<file path="src/hw/rtl/utl_pkg.sv">
// Types, constants and decode functions shared by the UTF-8 to Latin-1 transcoder.
package utl_pkg;

  localparam logic [7:0]  REPL_RESET = 8'h5F;

  localparam logic [30:0] CP_LDQUO = 31'h0000_201C;
  localparam logic [30:0] CP_RDQUO = 31'h0000_201D;
  localparam logic [30:0] CP_RSQUO = 31'h0000_2019;
  localparam logic [30:0] CP_EURO  = 31'h0000_20AC;
  localparam logic [30:0] CP_MAX   = 31'h0000_00FF;

  localparam logic [7:0]  LAT_LDQUO = 8'h93;
  localparam logic [7:0]  LAT_RDQUO = 8'h94;
  localparam logic [7:0]  LAT_RSQUO = 8'h92;
  localparam logic [7:0]  LAT_EURO  = 8'hA4;

  localparam logic [1:0]  CONT_TAG = 2'b10;

  typedef struct packed {
    logic [2:0] rem;
    logic [6:0] init;
    logic       three;
  } utl_lead_t;

  typedef struct packed {
    logic [7:0] byte0;
    logic [7:0] byte1;
    logic       two;
  } utl_entry_t;

  function automatic utl_lead_t lead_decode(input logic [7:0] b);
    utl_lead_t r;
    r.three = 1'b0;
    if (b < 8'h80) begin
      r.rem  = 3'd0;
      r.init = b[6:0];
    end else if (b < 8'hC0) begin
      r.rem  = 3'd4;
      r.init = {1'b0, b[5:0]};
    end else if (b < 8'hE0) begin
      r.rem  = 3'd1;
      r.init = {2'b00, b[4:0]};
    end else if (b < 8'hF0) begin
      r.rem   = 3'd2;
      r.init  = {3'b000, b[3:0]};
      r.three = 1'b1;
    end else if (b < 8'hF8) begin
      r.rem  = 3'd3;
      r.init = {4'b0000, b[2:0]};
    end else if (b < 8'hFC) begin
      r.rem  = 3'd4;
      r.init = {5'b00000, b[1:0]};
    end else begin
      r.rem  = 3'd5;
      r.init = {6'b000000, b[0]};
    end
    return r;
  endfunction

  function automatic logic [7:0] map_code(input logic [30:0] v, input logic three,
                                          input logic [7:0] repl);
    logic [7:0] r;
    if (three && v == CP_LDQUO) begin
      r = LAT_LDQUO;
    end else if (three && v == CP_RDQUO) begin
      r = LAT_RDQUO;
    end else if (three && v == CP_RSQUO) begin
      r = LAT_RSQUO;
    end else if (three && v == CP_EURO) begin
      r = LAT_EURO;
    end else if (v <= CP_MAX) begin
      r = v[7:0];
    end else begin
      r = repl;
    end
    return r;
  endfunction

endpackage

</file>
<file path="src/hw/rtl/utl_ifs.sv">
// Channel interfaces for UTF-8 input, Latin-1 output and the configuration write.
interface utl_byte_if;
  logic       valid;
  logic       ready;
  logic [7:0] utf8_byte;
  logic       string_end;
  modport source(output valid, utf8_byte, string_end, input ready);
  modport sink(input valid, utf8_byte, string_end, output ready);
endinterface

interface utl_latin_if;
  logic       valid;
  logic       ready;
  logic [7:0] latin_byte;
  logic       run_last;
  modport source(output valid, latin_byte, run_last, input ready);
  modport sink(input valid, latin_byte, run_last, output ready);
endinterface

interface utl_cfg_if;
  logic       valid;
  logic       ready;
  logic [7:0] replacement_byte;
  modport source(output valid, replacement_byte, input ready);
  modport sink(input valid, replacement_byte, output ready);
endinterface

</file>
<file path="src/hw/rtl/utl_front.sv">
// Front end: accepts UTF-8 bytes, tracks the pending sequence and forms result entries.
module utl_front (
  input  logic              clk,
  input  logic              rst,
  utl_byte_if.sink          src,
  utl_cfg_if.sink           cfg,
  input  logic              full,
  output logic              push,
  output utl_pkg::utl_entry_t entry
);
  import utl_pkg::*;

  logic [30:0] accum;
  logic [30:0] accum_next;
  logic [2:0]  rem;
  logic [2:0]  rem_next;
  logic        three;
  logic        three_next;
  logic [7:0]  repl;

  logic        accept;
  logic        is_cont;
  logic [30:0] v_cont;
  logic [2:0]  rem_dec;
  utl_lead_t   lead;
  logic        emit_p;
  logic        emit_s;
  logic [7:0]  p_byte;
  logic [7:0]  s_byte;

  assign src.ready = !full;
  assign cfg.ready = 1'b1;
  assign accept    = src.valid && src.ready;
  assign is_cont   = src.utf8_byte[7:6] == CONT_TAG;
  assign v_cont    = {accum[24:0], src.utf8_byte[5:0]};
  assign rem_dec   = rem - 3'd1;
  assign lead      = lead_decode(src.utf8_byte);
  assign p_byte    = map_code(accum, three, repl);

  always_comb begin
    accum_next = accum;
    rem_next   = rem;
    three_next = three;
    emit_p     = 1'b0;
    emit_s     = 1'b0;
    s_byte     = map_code(v_cont, three, repl);
    if (rem != 3'd0 && is_cont) begin
      accum_next = v_cont;
      rem_next   = rem_dec;
      if (rem_dec == 3'd0 || src.string_end) begin
        emit_s = 1'b1;
      end
    end else begin
      emit_p     = rem != 3'd0;
      accum_next = {24'd0, lead.init};
      rem_next   = lead.rem;
      three_next = lead.three;
      s_byte     = map_code({24'd0, lead.init}, lead.three, repl);
      if (lead.rem == 3'd0 || src.string_end) begin
        emit_s = 1'b1;
      end
    end
    if (emit_s) begin
      accum_next = '0;
      rem_next   = 3'd0;
      three_next = 1'b0;
    end
  end

  assign push        = accept && (emit_p || emit_s);
  assign entry.byte0 = emit_p ? p_byte : s_byte;
  assign entry.byte1 = s_byte;
  assign entry.two   = emit_p && emit_s;

  always_ff @(posedge clk) begin
    if (rst) begin
      accum <= '0;
      rem   <= 3'd0;
      three <= 1'b0;
      repl  <= REPL_RESET;
    end else begin
      if (accept) begin
        accum <= accum_next;
        rem   <= rem_next;
        three <= three_next;
      end
      if (cfg.valid && cfg.ready) begin
        repl <= cfg.replacement_byte;
      end
    end
  end

  // No sequence is ever longer than six bytes.
  a_rem_range: assert property (@(posedge clk) disable iff (rst) rem <= 3'd5)
    else $error("pending count out of range");

endmodule

</file>
<file path="src/hw/rtl/utl_fifo.sv">
// Short queue of result entries between the front end and the back end.
module utl_fifo #(
  parameter int DEPTH = 2
) (
  input  logic                clk,
  input  logic                rst,
  input  logic                push,
  input  utl_pkg::utl_entry_t push_entry,
  output logic                full,
  input  logic                pop,
  output utl_pkg::utl_entry_t head,
  output logic                nonempty
);
  import utl_pkg::*;

  localparam int PW = (DEPTH > 1) ? $clog2(DEPTH) : 1;
  localparam int CW = $clog2(DEPTH + 1);

  utl_entry_t    slots [DEPTH];
  logic [PW-1:0] wr_ptr;
  logic [PW-1:0] rd_ptr;
  logic [CW-1:0] count;

  assign full     = count == CW'(DEPTH);
  assign nonempty = count != '0;
  assign head     = slots[rd_ptr];

  always_ff @(posedge clk) begin
    if (push) begin
      slots[wr_ptr] <= push_entry;
    end
  end

  always_ff @(posedge clk) begin
    if (rst) begin
      wr_ptr <= '0;
      rd_ptr <= '0;
      count  <= '0;
    end else begin
      if (push) begin
        wr_ptr <= (wr_ptr == PW'(DEPTH - 1)) ? '0 : wr_ptr + PW'(1);
      end
      if (pop) begin
        rd_ptr <= (rd_ptr == PW'(DEPTH - 1)) ? '0 : rd_ptr + PW'(1);
      end
      if (push && !pop) begin
        count <= count + CW'(1);
      end else if (pop && !push) begin
        count <= count - CW'(1);
      end
    end
  end

  a_no_overflow: assert property (@(posedge clk) disable iff (rst) !(push && full))
    else $error("push into a full queue");
  a_no_underflow: assert property (@(posedge clk) disable iff (rst) !(pop && !nonempty))
    else $error("pop from an empty queue");
  a_count_range: assert property (@(posedge clk) disable iff (rst) count <= CW'(DEPTH))
    else $error("queue count out of range");

endmodule

</file>
<file path="src/hw/rtl/utl_back.sv">
// Back end: holds one entry and delivers its one or two Latin-1 bytes in order.
module utl_back (
  input  logic                clk,
  input  logic                rst,
  input  utl_pkg::utl_entry_t head,
  input  logic                nonempty,
  output logic                pop,
  utl_latin_if.source         dst
);
  import utl_pkg::*;

  utl_entry_t cur;
  logic       cur_valid;
  logic       phase;
  logic       fire;
  logic       done;
  logic       can_load;

  assign fire     = dst.valid && dst.ready;
  assign done     = fire && (phase || !cur.two);
  assign can_load = !cur_valid || done;
  assign pop      = can_load && nonempty;

  assign dst.valid      = cur_valid;
  assign dst.latin_byte = phase ? cur.byte1 : cur.byte0;
  assign dst.run_last   = phase || !cur.two;

  always_ff @(posedge clk) begin
    if (pop) begin
      cur <= head;
    end
  end

  always_ff @(posedge clk) begin
    if (rst) begin
      cur_valid <= 1'b0;
      phase     <= 1'b0;
    end else begin
      if (can_load) begin
        cur_valid <= nonempty;
        phase     <= 1'b0;
      end else if (fire) begin
        phase <= 1'b1;
      end
    end
  end

  // The second byte is only ever shown for a held entry that carries two.
  a_phase_two: assert property (@(posedge clk) disable iff (rst) phase |-> (cur_valid && cur.two))
    else $error("second byte selected without a two-byte entry");

endmodule

</file>
<file path="src/hw/rtl/utf8_to_latin1_transcoder_unit.sv">
// Top level of the UTF-8 to Latin-1 transcoder.
// The block takes one UTF-8 byte per clock while its queue has room and returns zero, one or
// two Latin-1 bytes for it; run_last marks the last byte caused by each input request. A byte
// that breaks a pending sequence flushes the partial character and then starts its own, which
// yields two outputs when the new byte completes a character alone or ends the string. Code
// points above 0xFF give the configured replacement byte, except the curly quotes and the euro
// sign reached from a three-byte lead, which map to the fixed bytes 0x93, 0x94, 0x92 and 0xA4.
// Input is taken every cycle while the result queue (QUEUE_DEPTH entries) has room; the output
// stage delivers one byte per cycle while the receiver is ready, so an input that yields two
// bytes occupies it for both and sustained throughput is one input per cycle for single-result
// streams. The replacement byte resets to 0x5F and is written through the configuration
// channel; the user must do so only while the block is idle, which the block does not enforce.
module utf8_to_latin1_transcoder_unit #(
  parameter int QUEUE_DEPTH = 2
) (
  input  logic         clk,
  input  logic         rst,
  utl_byte_if.sink     utf8_chan,
  utl_cfg_if.sink      cfg_chan,
  utl_latin_if.source  latin_chan
);
  import utl_pkg::*;

  utl_entry_t push_entry;
  utl_entry_t head;
  logic       push;
  logic       pop;
  logic       full;
  logic       nonempty;

  utl_front u_front (
    .clk   (clk),
    .rst   (rst),
    .src   (utf8_chan),
    .cfg   (cfg_chan),
    .full  (full),
    .push  (push),
    .entry (push_entry)
  );

  utl_fifo #(
    .DEPTH (QUEUE_DEPTH)
  ) u_fifo (
    .clk        (clk),
    .rst        (rst),
    .push       (push),
    .push_entry (push_entry),
    .full       (full),
    .pop        (pop),
    .head       (head),
    .nonempty   (nonempty)
  );

  utl_back u_back (
    .clk      (clk),
    .rst      (rst),
    .head     (head),
    .nonempty (nonempty),
    .pop      (pop),
    .dst      (latin_chan)
  );

endmodule

</file>
<file path="src/flat_wrapper.sv">
// flat-port wrapper written by rule: the top's interface ports become plain ports
module utf8_to_latin1_transcoder_unit_flat import utl_pkg::*;
#(
  parameter int QUEUE_DEPTH = 2
)
  (clk, rst, utf8_chan_valid, utf8_chan_utf8_byte, utf8_chan_string_end, utf8_chan_ready, cfg_chan_valid, cfg_chan_replacement_byte, cfg_chan_ready, latin_chan_valid, latin_chan_latin_byte, latin_chan_run_last, latin_chan_ready);
  utl_byte_if utf8_chan_i ();
  utl_cfg_if cfg_chan_i ();
  utl_latin_if latin_chan_i ();
  input  logic clk;
  input  logic rst;
  input wire logic [$bits(utf8_chan_i.valid)-1:0] utf8_chan_valid;
  input wire logic [$bits(utf8_chan_i.utf8_byte)-1:0] utf8_chan_utf8_byte;
  input wire logic [$bits(utf8_chan_i.string_end)-1:0] utf8_chan_string_end;
  output wire logic [$bits(utf8_chan_i.ready)-1:0] utf8_chan_ready;
  input wire logic [$bits(cfg_chan_i.valid)-1:0] cfg_chan_valid;
  input wire logic [$bits(cfg_chan_i.replacement_byte)-1:0] cfg_chan_replacement_byte;
  output wire logic [$bits(cfg_chan_i.ready)-1:0] cfg_chan_ready;
  output wire logic [$bits(latin_chan_i.valid)-1:0] latin_chan_valid;
  output wire logic [$bits(latin_chan_i.latin_byte)-1:0] latin_chan_latin_byte;
  output wire logic [$bits(latin_chan_i.run_last)-1:0] latin_chan_run_last;
  input wire logic [$bits(latin_chan_i.ready)-1:0] latin_chan_ready;
  assign utf8_chan_i.valid = utf8_chan_valid;
  assign utf8_chan_i.utf8_byte = utf8_chan_utf8_byte;
  assign utf8_chan_i.string_end = utf8_chan_string_end;
  assign utf8_chan_ready = utf8_chan_i.ready;
  assign cfg_chan_i.valid = cfg_chan_valid;
  assign cfg_chan_i.replacement_byte = cfg_chan_replacement_byte;
  assign cfg_chan_ready = cfg_chan_i.ready;
  assign latin_chan_valid = latin_chan_i.valid;
  assign latin_chan_latin_byte = latin_chan_i.latin_byte;
  assign latin_chan_run_last = latin_chan_i.run_last;
  assign latin_chan_i.ready = latin_chan_ready;
  utf8_to_latin1_transcoder_unit #(.QUEUE_DEPTH(QUEUE_DEPTH)) u_core (.clk(clk), .rst(rst), .utf8_chan(utf8_chan_i), .cfg_chan(cfg_chan_i), .latin_chan(latin_chan_i));
endmodule
</file>
<file path="config.mk">
export PLATFORM = sky130hd
export DESIGN_NAME = utf8_to_latin1_transcoder_unit_flat
export DESIGN_NICKNAME = d
export VERILOG_FILES = /design/src/hw/rtl/utl_pkg.sv /design/src/hw/rtl/utl_ifs.sv /design/src/hw/rtl/utl_front.sv /design/src/hw/rtl/utl_fifo.sv /design/src/hw/rtl/utl_back.sv /design/src/hw/rtl/utf8_to_latin1_transcoder_unit.sv /design/src/flat_wrapper.sv
export SDC_FILE = /design/constraint.sdc
export NUM_CORES = 1
export LEC_CHECK = 0
export ABC_AREA = 1
export BUFFER_PORTS_ARGS = -buffer_cell sky130_fd_sc_hd__buf_2
export CAP_MARGIN = 15
export CORE_UTILIZATION = 30
export CTS_BUF_LIST = sky130_fd_sc_hd__clkbuf_16
export CTS_CLUSTER_SIZE = 28
export DETAILED_ROUTE_END_ITERATION = 12
export GPL_TIMING_DRIVEN = 0
export MAX_ROUTING_LAYER = met4
export PLACE_DENSITY = 0.47
export SLEW_MARGIN = 15
export SYNTH_ARGS = -nofsm -noshare
export SYNTH_HDL_FRONTEND = slang
export SYNTH_SLANG_ARGS = --single-unit
</file>
<file path="constraint.sdc">
create_clock -name clk -period 3.35 [get_ports clk]
set_input_delay 0.5025 -clock clk [delete_from_list [all_inputs] [get_ports clk]]
set_output_delay 0.5025 -clock clk [all_outputs]
set_load 0.1 [all_outputs]
</file>
==> run summary <==
Area after DPL: 5560 um2
Worst Hold Class: in2reg
Layout cells sized above 1: 14.5%
Core box area: 16600 um2
Design Area, Final: 5880 um2
Setup CP Type: reg2reg
RSZ-0062 raised after global routing: false
CP Launch Point: u_core.u_back.phase
Final setup vio count: 0
Worst-path maximum fanout: 20
Gpl congestion: 0.872
Detail Placement HPWL: 10300 um
Min-Delay Endpoint: u_core.u_front.repl[0]
IO Pins: 34
CTS Sinks: 100
CP peak stage delay: 0.72 ns
Largest net degree at the start of global routing: 21
FFs w/ async S/R, synth: 0%
CP max stage cell: a21oi_2
Hold Path Depth: 3
Number of global-route vias before repair: 4275
Worst slew margin: 33.4%
CTS clk-pin slew, worst paths: 0.07 ns
Port bufs: 32
R2R depth: 13
TritonCTS clock tree: yes
Cts hold-fix bufs: 0
1st-pass router iterations: 5
Post-synthesis sequential area ratio: 49.4%
Final cell count without fillers: 924
Yosys warnings: 0
Reg-to-Reg Start: u_core.u_back.phase
Crit-path leading delay family: compound AO/OA/AOI/OAI gates
CTS Buffer Depth: 2
Rows: 47
Total GRT Usage: 16.8%
Post-DRT Antenna Nets: 0
Post_cts resized: 0
Setup crit end kind: register
Drt via density: 4.68
Number of CTS-inserted buffers: 9
Hold Crit Start: cfg_chan_replacement_byte[0]
Post-Syn Instances: 653
Library cells used by synthesis: 39
Metal2 WL: 6740 um
Most used cell, CP: nand2_1
Register bit total from synthesis: 100
Hold WS: 0.358 ns
Max cap viols: 0
H-tree Lvls: 3
Number of fill cells: 1786
Clk Latency, worst-skew pair: 0.36 ns
Die width: 132 um
Capturing point of the worst reg2reg path: u_core.u_fifo.count[1]
EDFF count, synth: 51
Fin. max-slew vios: 0
DR WL/cell: 14.4 um
Gr ovfl total: 0
Pleak: 0.00252 uW
Mapped Nets: 679
DR iter-0 viols: 243
Cell Count Post-Placement: 907
Synth-to-layout area growth: 15.6%
Achievable Freq: 358 MHz
DRC Markers: 0
Critical path required time: 3.59 ns
Initial Util: 30.7%
Total setup buffers inserted after CTS: 0
Period minus WS final: 2.79 ns
Peak VDD IR: 0.000515 V
Wl on met1: 5800 um
Reg2reg setup slack: 0.56 ns
Top FF cell, synth: edfxtp_1
Routed wl met3: 437 um
Die footprint: 17500 um2
Status: finished, final reports clean
Setup TNS: 0 ns
Via count: 4327
Startpoint Class: register
First-pass GRT wire length: 22100 um
Mapped Area: 5090 um2
CP arrival: 3.03 ns
Part of the cycle the worst path needs: 83.4%
Critical path, cell by cell: buf_2 > inv_2 > nand2_1 > nand2_1 > nand2_1 > inv_1 > a21oi_2 > inv_1 > ha_1 > a21oi_1 > o21ai_0 > o21ai_0 > a21oi_1
Highest routed layer: met4
Final hold vios: 0
Worst Tran Pin Value: 1.00 ns
Die height: 132 um
Nets: 724
Buffers plus inverters on the worst setup path: 4
PwrDens: 804 nW/um2
Syn Area/Cell: 7.79 um2
Initial antenna violation count: 1
Setup Skew: 0.0113 ns
Final wirelength: 13300 um
CTS root buffer: clkbuf_16
==> report_power, final <==
part           switching [uW]  total [uW]  internal, uW
clock network             477        1140           660
registers                 114        1750          1630
logic                    1410        1850           435
==> cells by family (layout without fill, tap and decap cells) <==
kind of cell             Yosys count  in the layout  synth area share, %
AO/OA/AOI/OAI                    103            103                 11.8
XOR/XNOR                           2              2                0.344
adder cells (fa/ha/maj)            4              4                0.984
buffers and inverters             90            140                 7.33
flip-flops                       100            100                 49.4
other                              1              2               0.0737
AND/OR/NAND/NOR                  353            353                 30.1
==> sequential cells by signal (all words and copies together), names as in the netlist, 2 cells and up <==
signal / count
u_core.u_fifo.slots: 34
u_core.u_front.accum: 31
u_core.u_back.cur: 17
u_core.u_front.repl: 8
u_core.u_front.rem: 3
u_core.u_fifo.count: 2
==> per-stage QoR <==
step	worst slack, ns	utilization, %	total power [uW]
after floorplan	0.313	-	3210
after global placement	0.399	33.3	3610
after detailed placement	0.483	33.5	3640
after CTS	0.472	35.5	4790
after global routing	0.115	35.5	5040
final	0.556	35.5	4730
==> tightest hold or removal path, stage by stage <==
cell and delay [ns]:
buf_2 0.07, nand2_1 0.04, nand3_1 0.06
==> cell usage in the layout (no fill, tap or decap), types with 2 or more instances in the layout <==
cell,n
clkbuf_16,9
nand4_1,10
nor2_2,8
nand2_1,201
bufinv_16,2
buf_4,3
a211oi_1,24
ha_1,4
nor2_4,2
buf_6,2
inv_1,59
o21ai_1,2
clkbuf_1,12
nor3_1,13
inv_2,10
nor2_1,60
xor2_1,2
nand3_2,3
o21ai_0,49
buf_8,2
nand3_1,33
nand3b_1,2
dfxtp_1,49
nand2_2,14
nor4_1,2
buf_2,36
a21oi_1,21
edfxtp_1,51
==> cell usage after synthesis (2+ instances only) <==
master	n	area share, %
nand2_1	201	15
nor2_1	62	4.6
inv_1	58	4.3
edfxtp_1	51	30
dfxtp_1	49	19
o21ai_0	49	4.8
nand3_1	33	3.2
a211oi_1	24	3.5
a21oi_1	22	2.2
nand2_2	14	1.7
nor3_1	13	1.3
clkbuf_1	12	0.89
inv_2	10	0.74
nand4_1	10	1.2
nor2_2	6	0.74
buf_2	4	0.39
ha_1	4	0.98
buf_4	3	0.44
nand3_2	3	0.59
nand3b_1	2	0.29
nor2_4	2	0.44
nor4_1	2	0.25
o21ai_1	2	0.20
xor2_1	2	0.34
==> per-layer routing <==
layer | track usage, % | vias up
met4 | 6.26 | 0
li1 | - | 2245
met3 | 3.34 | 20
met2 | 28.9 | 86
met1 | 19.2 | 1976
met5 | - | -
==> layout make-up <==
| cell class | instances | area [um2] | share of cell area, % |
|---|---|---|---|
| buffer | 21 | 114 | 1.93 |
| clock inverter | 7 | 97.6 | 1.66 |
| sequential | 100 | 2510 | 42.7 |
| timing repair buffer | 34 | 186 | 3.17 |
| clock buffer | 9 | 225 | 3.83 |
| tap | 220 | 275 | 4.68 |
| multi-input combinational | 463 | 2210 | 37.6 |
| antenna | 1 | 2.50 | 0.0425 |
| inverter | 69 | 259 | 4.40 |
==> worst max-delay path by stage <==
stage                                            end  slack [ns]  cells past startpoint
after floorplan               u_core.u_fifo.count[1]        0.31                     13
after global placement    u_core.u_fifo.slots[1][14]        0.40                      6
after global routing          u_core.u_fifo.count[1]        0.12                     13
after detailed placement      u_core.u_fifo.count[1]        0.48                     13
final                         u_core.u_fifo.count[1]        0.56                     13
after CTS                     u_core.u_fifo.count[1]        0.47                     13
Note: power is estimated with default switching activity, not from simulation.
